`src/rtl/core/crsc_sqrt.sv`:
```
// ----------------------------------------------------------------------------
// crsc_sqrt
// Bit serial integer square root of a 64 bit value, two radicand bits a cycle.
// ----------------------------------------------------------------------------
module crsc_sqrt (
    input  logic        i_clk,
    input  logic        i_rst_n,
    input  logic        i_start,
    input  logic [63:0] i_x,
    output logic        o_done,
    output logic [31:0] o_root
);

    logic [63:0] r_x;
    logic [63:0] r_res;
    logic [63:0] r_bit;
    logic        r_done;
    logic [63:0] trial;

    assign trial = r_res + r_bit;

    always_ff @(posedge i_clk) begin
        if (!i_rst_n) begin
            r_bit  <= '0;
            r_done <= 1'b0;
        end else begin
            r_done <= 1'b0;
            if (i_start) begin
                r_bit <= 64'h4000_0000_0000_0000;
            end else if (r_bit != '0) begin
                r_bit <= r_bit >> 2;
                if (r_bit == 64'd1) begin
                    r_done <= 1'b1;
                end
            end
        end
    end

    always_ff @(posedge i_clk) begin
        if (i_start) begin
            r_x   <= i_x;
            r_res <= '0;
        end else if (r_bit != '0) begin
            if (r_x >= trial) begin
                r_x   <= r_x - trial;
                r_res <= (r_res >> 1) + r_bit;
            end else begin
                r_res <= r_res >> 1;
            end
        end
    end

    assign o_done = r_done;
    assign o_root = r_res[31:0];

endmodule

```
`config.mk`:
```
export PLATFORM = sky130hd
export DESIGN_NAME = crsc_sqrt
export DESIGN_NICKNAME = d
export VERILOG_FILES = /design/src/rtl/core/crsc_sqrt.sv
export SDC_FILE = /design/constraint.sdc
export NUM_CORES = 1
export LEC_CHECK = 0
export ABC_AREA = 0
export BUFFER_PORTS_ARGS = -buffer_cell sky130_fd_sc_hd__buf_2
export CAP_MARGIN = 20
export CORE_MARGIN = 4
export CORE_UTILIZATION = 44
export DETAILED_ROUTE_END_ITERATION = 10
export GPL_TIMING_DRIVEN = 0
export PLACE_DENSITY = 0.72
export SLEW_MARGIN = 40
export SYNTH_ARGS = -nofsm -noshare
export SYNTH_HDL_FRONTEND = slang
export SYNTH_SLANG_ARGS = --single-unit
```
`constraint.sdc`:
```
create_clock -name i_clk -period 17.3 [get_ports i_clk]
set_input_delay 3.46 -clock i_clk [delete_from_list [all_inputs] [get_ports i_clk]]
set_output_delay 3.46 -clock i_clk [all_outputs]
set_load 0.005 [all_outputs]
```
==> results by group <==
Outcome
  • Status: finished, final reports clean

STA
  • Tmin final: 7290 ps
  • Setup Skew: 13.5 ps
  • Worst setup margin: 10,010 ps
  • Slew margin rel.: 39.7%
  • Fmax: 0.137 GHz
  • Setup TNS: 0 ps
  • Slew Limit Fails: 0
  • Final setup vio count: 0
  • RSZ-0062 raised after global routing: no
  • Period utilization: 42.1%
  • Worst-Margin Slew: 904 ps
  • Final Hold Viols: 0

Synthesis
  • Register area share after synthesis: 25.5%
  • Library cells used by synthesis: 80
  • Top_reg_cell synth: dfxtp_1
  • Yosys Warn Count: 0
  • Post-synth EDFFs: 64
  • Yosys reg bits: 161
  • Cell Area, Synth: 15,100 sq um
  • Syn avg cell area: 7.78 sq um
  • Post-Synthesis Cells: 1,946
  • Synthesized Nets: 2,144
  • Async S/R FF share, synth: 0%

CTS
  • Clock slew at reported path FFs: 70 ps
  • Cts repair resizes: 0
  • Worst-case clock buffer depth: 2
  • Clk Latency, worst-skew pair: 450 ps
  • Total CTS buffers: 17
  • Clk sinks: 161
  • Htree depth: 4
  • Clock root cell: clkbuf_16
  • Post-CTS Setup Inserts: 0
  • CTS tree: done
  • # hold bufs at CTS: 0

Placed design
  • Buffers on Ports: 98
  • Placer congestion estimate: 0.957
  • Pre-CTS setup slack: 10,210 ps
  • Post-DP HPWL: 40,700 um

Critical path
  • Startpoint class of the critical path: register
  • CP max FO: 14
  • Crit path kind: register to register
  • Worst R2R Path Depth: 24
  • Critical Path Sink Type: register
  • Critical path data arrival time: 7500 ps
  • FF-to-FF Start: r_res[2]$_SDFFE_PP0P_
  • FF-to-FF setup slack: 10,010 ps
  • Reg-to-Reg End: r_x[54]$_DFFE_PP_
  • Worst EP required: 17,510 ps

Finish
  • N_diodes: 0
  • Layout Nets: 2,266
  • Fillers: 3,325
  • Syn-to-layout area delta: 11.4%
  • Share of cells above drive strength 1: 10.4%

Route
  • Post-DR wirelength/cell: 20.6 um
  • Starting DRT DRC Count: 1,540
  • Drt pass-1 iters: 7
  • Via density: 6.19
  • DRC viols: 0
  • Antenna viol nets, final: 0
  • Vias: 15.7k
  • Total wire length: 52,000 um

GRT
  • Pin count of the biggest net entering global routing: 20
  • Initial antenna violation count: 0
  • First-pass GRT wire length: 80,500 um
  • Overflow after GRT: 0
  • Vias in the first global route: 14.8k
  • Gr usage total: 26.6%

Floorplan
  • Die Wd: 193 um
  • Die area: 37,400 sq um
  • Overall die height: 193 um
  • Row cnt: 67
  • Core Area: 33,700 sq um
  • Ports: 100
  • Initial Util: 44.9%

Worst hold path
  • Hold Crit Start: r_res[62]$_SDFFE_PP0P_
  • Worst Hold Class: register to register
  • Hold path cells: 2
  • WHS Endpoint: r_res[63]$_SDFFE_PP0P_

Run
  • Max Cap Violations: 0

Power and ir drop
  • Max VDD drop: 0.0000783 V
  • Pleak: 6.64 nW
  • Power density cells: 119 nW/um^2
[synth_stat cells (all sizes together) (5+ instances only)]
| library cell | n | area, sq um |
|---|---|---|
| nor4 | 16 | 100 |
| or2 | 10 | 62.6 |
| o21a | 24 | 180 |
| o21ai | 179 | 900 |
| nand4 | 47 | 309 |
| o311ai | 6 | 52.6 |
| o21bai | 26 | 195 |
| a311oi | 10 | 87.6 |
| nor3b | 5 | 37.5 |
| a41oi | 6 | 52.6 |
| and4 | 6 | 52.6 |
| xnor2 | 81 | 709 |
| o31ai | 15 | 118 |
| dfxtp | 97 | 1940 |
| edfxtp | 64 | 1920 |
| and3 | 44 | 275 |
| inv | 41 | 154 |
| a31oi | 55 | 359 |
| a211oi | 49 | 368 |
| a21boi | 14 | 105 |
| buf | 44 | 320 |
| a21oi | 137 | 686 |
| o31a | 7 | 61.3 |
| a221oi | 14 | 123 |
| a21o | 50 | 375 |
| clkbuf | 95 | 358 |
| nand2b | 8 | 50.1 |
| a31o | 11 | 96.3 |
| xor2 | 67 | 587 |
| and2 | 22 | 139 |
| nor3 | 44 | 220 |
| nor2 | 165 | 619 |
| o211ai | 12 | 90.1 |
| or3 | 12 | 76.3 |
| mux2i | 15 | 150 |
| nor2b | 17 | 106 |
| ha | 130 | 1630 |
| nand3 | 42 | 210 |
| nand2 | 208 | 783 |
[stage by stage]
stage	util [%]	area, sq um	hold slack (ps)	power (mW)	instances
finish	50.0	16900	529	2.01	2529
detailed placement	48.3	16300	507	1.59	2496
CTS	50.0	16900	525	1.99	2528
global route	50.0	16900	544	2.14	2529
floorplan	-	15100	456	1.30	1946
global placement	48.0	16200	507	1.57	2492
[power by group]
part           switching, mW  total [mW]  internal, mW
clock network          0.187       0.402         0.215
logic                  0.673        1.08         0.402
registers             0.0474       0.535         0.487
[cell usage in the layout, fill, tap and decap left out, types with 12 or more instances in the layout]
cell       Yosys  layout
a211oi_1      49      49
a21boi_0      14      14
a21o_1        50      50
a21oi_1      137     137
a221oi_1      14      14
a31oi_1       54      54
and2_1        19      19
and3_1        44      44
buf_2          4     102
buf_4         36      37
clkbuf_1      94      93
clkbuf_16      0      18
dfxtp_1       97      97
edfxtp_1      64      64
ha_1         130     130
inv_1         41      41
mux2i_1       15      15
nand2_1      207     207
nand3_1       42      42
nand4_1       46      46
nor2_1       165     165
nor2b_1       17      17
nor3_1        44      43
nor4_1        16      16
o211ai_1      12      12
o21a_1        24      24
o21ai_0      173     172
o21bai_1      26      26
o31ai_1       14      14
xnor2_1       81      81
xor2_1        67      67
[sequential cells by signal, summed over array words and instances (netlist names)]
name,flops
r_res,64
r_x,64
r_bit,32
o_done,1
[how the worst max path moves through the flow]
stage                          start           endpoint  slack, ps  depth (start not counted)
2_1_floorplan  r_bit[0]$_SDFFE_PP0P_   r_x[0]$_DFFE_PP_       7770                         23
5_1_grt        r_res[6]$_SDFFE_PP0P_  r_x[54]$_DFFE_PP_       9520                         23
3_3_place_gp   r_res[6]$_SDFFE_PP0P_  r_x[12]$_DFFE_PP_       3720                         21
4_1_cts        r_res[6]$_SDFFE_PP0P_  r_x[54]$_DFFE_PP_      10130                         24
6_report       r_res[2]$_SDFFE_PP0P_  r_x[54]$_DFFE_PP_      10010                         24
3_5_place_dp   r_res[6]$_SDFFE_PP0P_  r_x[49]$_DFFE_PP_      10210                         24
[layout make-up]
| type | count | area (sq um) | area share (%) |
|---|---|---|---|
| multi-input cells | 1605 | 10500 | 62.0 |
| plain buffers | 139 | 682 | 4.04 |
| clock inverters | 11 | 114 | 0.675 |
| inverters | 41 | 154 | 0.913 |
| well taps | 448 | 561 | 3.32 |
| repair buffers | 103 | 558 | 3.31 |
| flip-flops and latches | 161 | 3860 | 22.9 |
| clock buffers | 21 | 472 | 2.80 |
[kinds of logic (layout without fill, tap and decap cells)]
group,Yosys count,in the layout,synth area share [%]
adders and majority gates,131,131,10.9
and+or+nand+nor,661,661,21.0
AOI/OAI and AO/OA,647,647,27.4
muxes,18,18,1.22
buffers and inverters,180,315,5.50
DFF,161,161,25.5
xor gates and xnor gates,148,148,8.56
[per-layer routing]
layer	wire length, um	global-route usage, %	up-vias
met3	4220	4.28	138
met2	23600	43.5	731
met5	0	0	-
met1	22100	35.6	7335
li1	-	-	7452
met4	2070	9.60	0
[worst max-delay path: stages (launching register included)]
cell,delay [ps]
dfxtp_1,390
ha_1,370
a31oi_1,170
o21ai_0,560
and3_1,300
o21ai_0,140
a221oi_1,420
o21ai_1,290
o21a_1,280
o21ai_0,300
a21oi_1,140
xor2_1,220
ha_1,340
a21o_1,200
o21bai_1,180
a21oi_1,200
nand2_1,70
a21oi_1,150
o21ai_0,180
nor2_1,320
clkbuf_1,600
clkbuf_1,610
o21ai_4,200
buf_8,240
buf_8,160
Note: power is estimated with default switching activity, not from simulation.
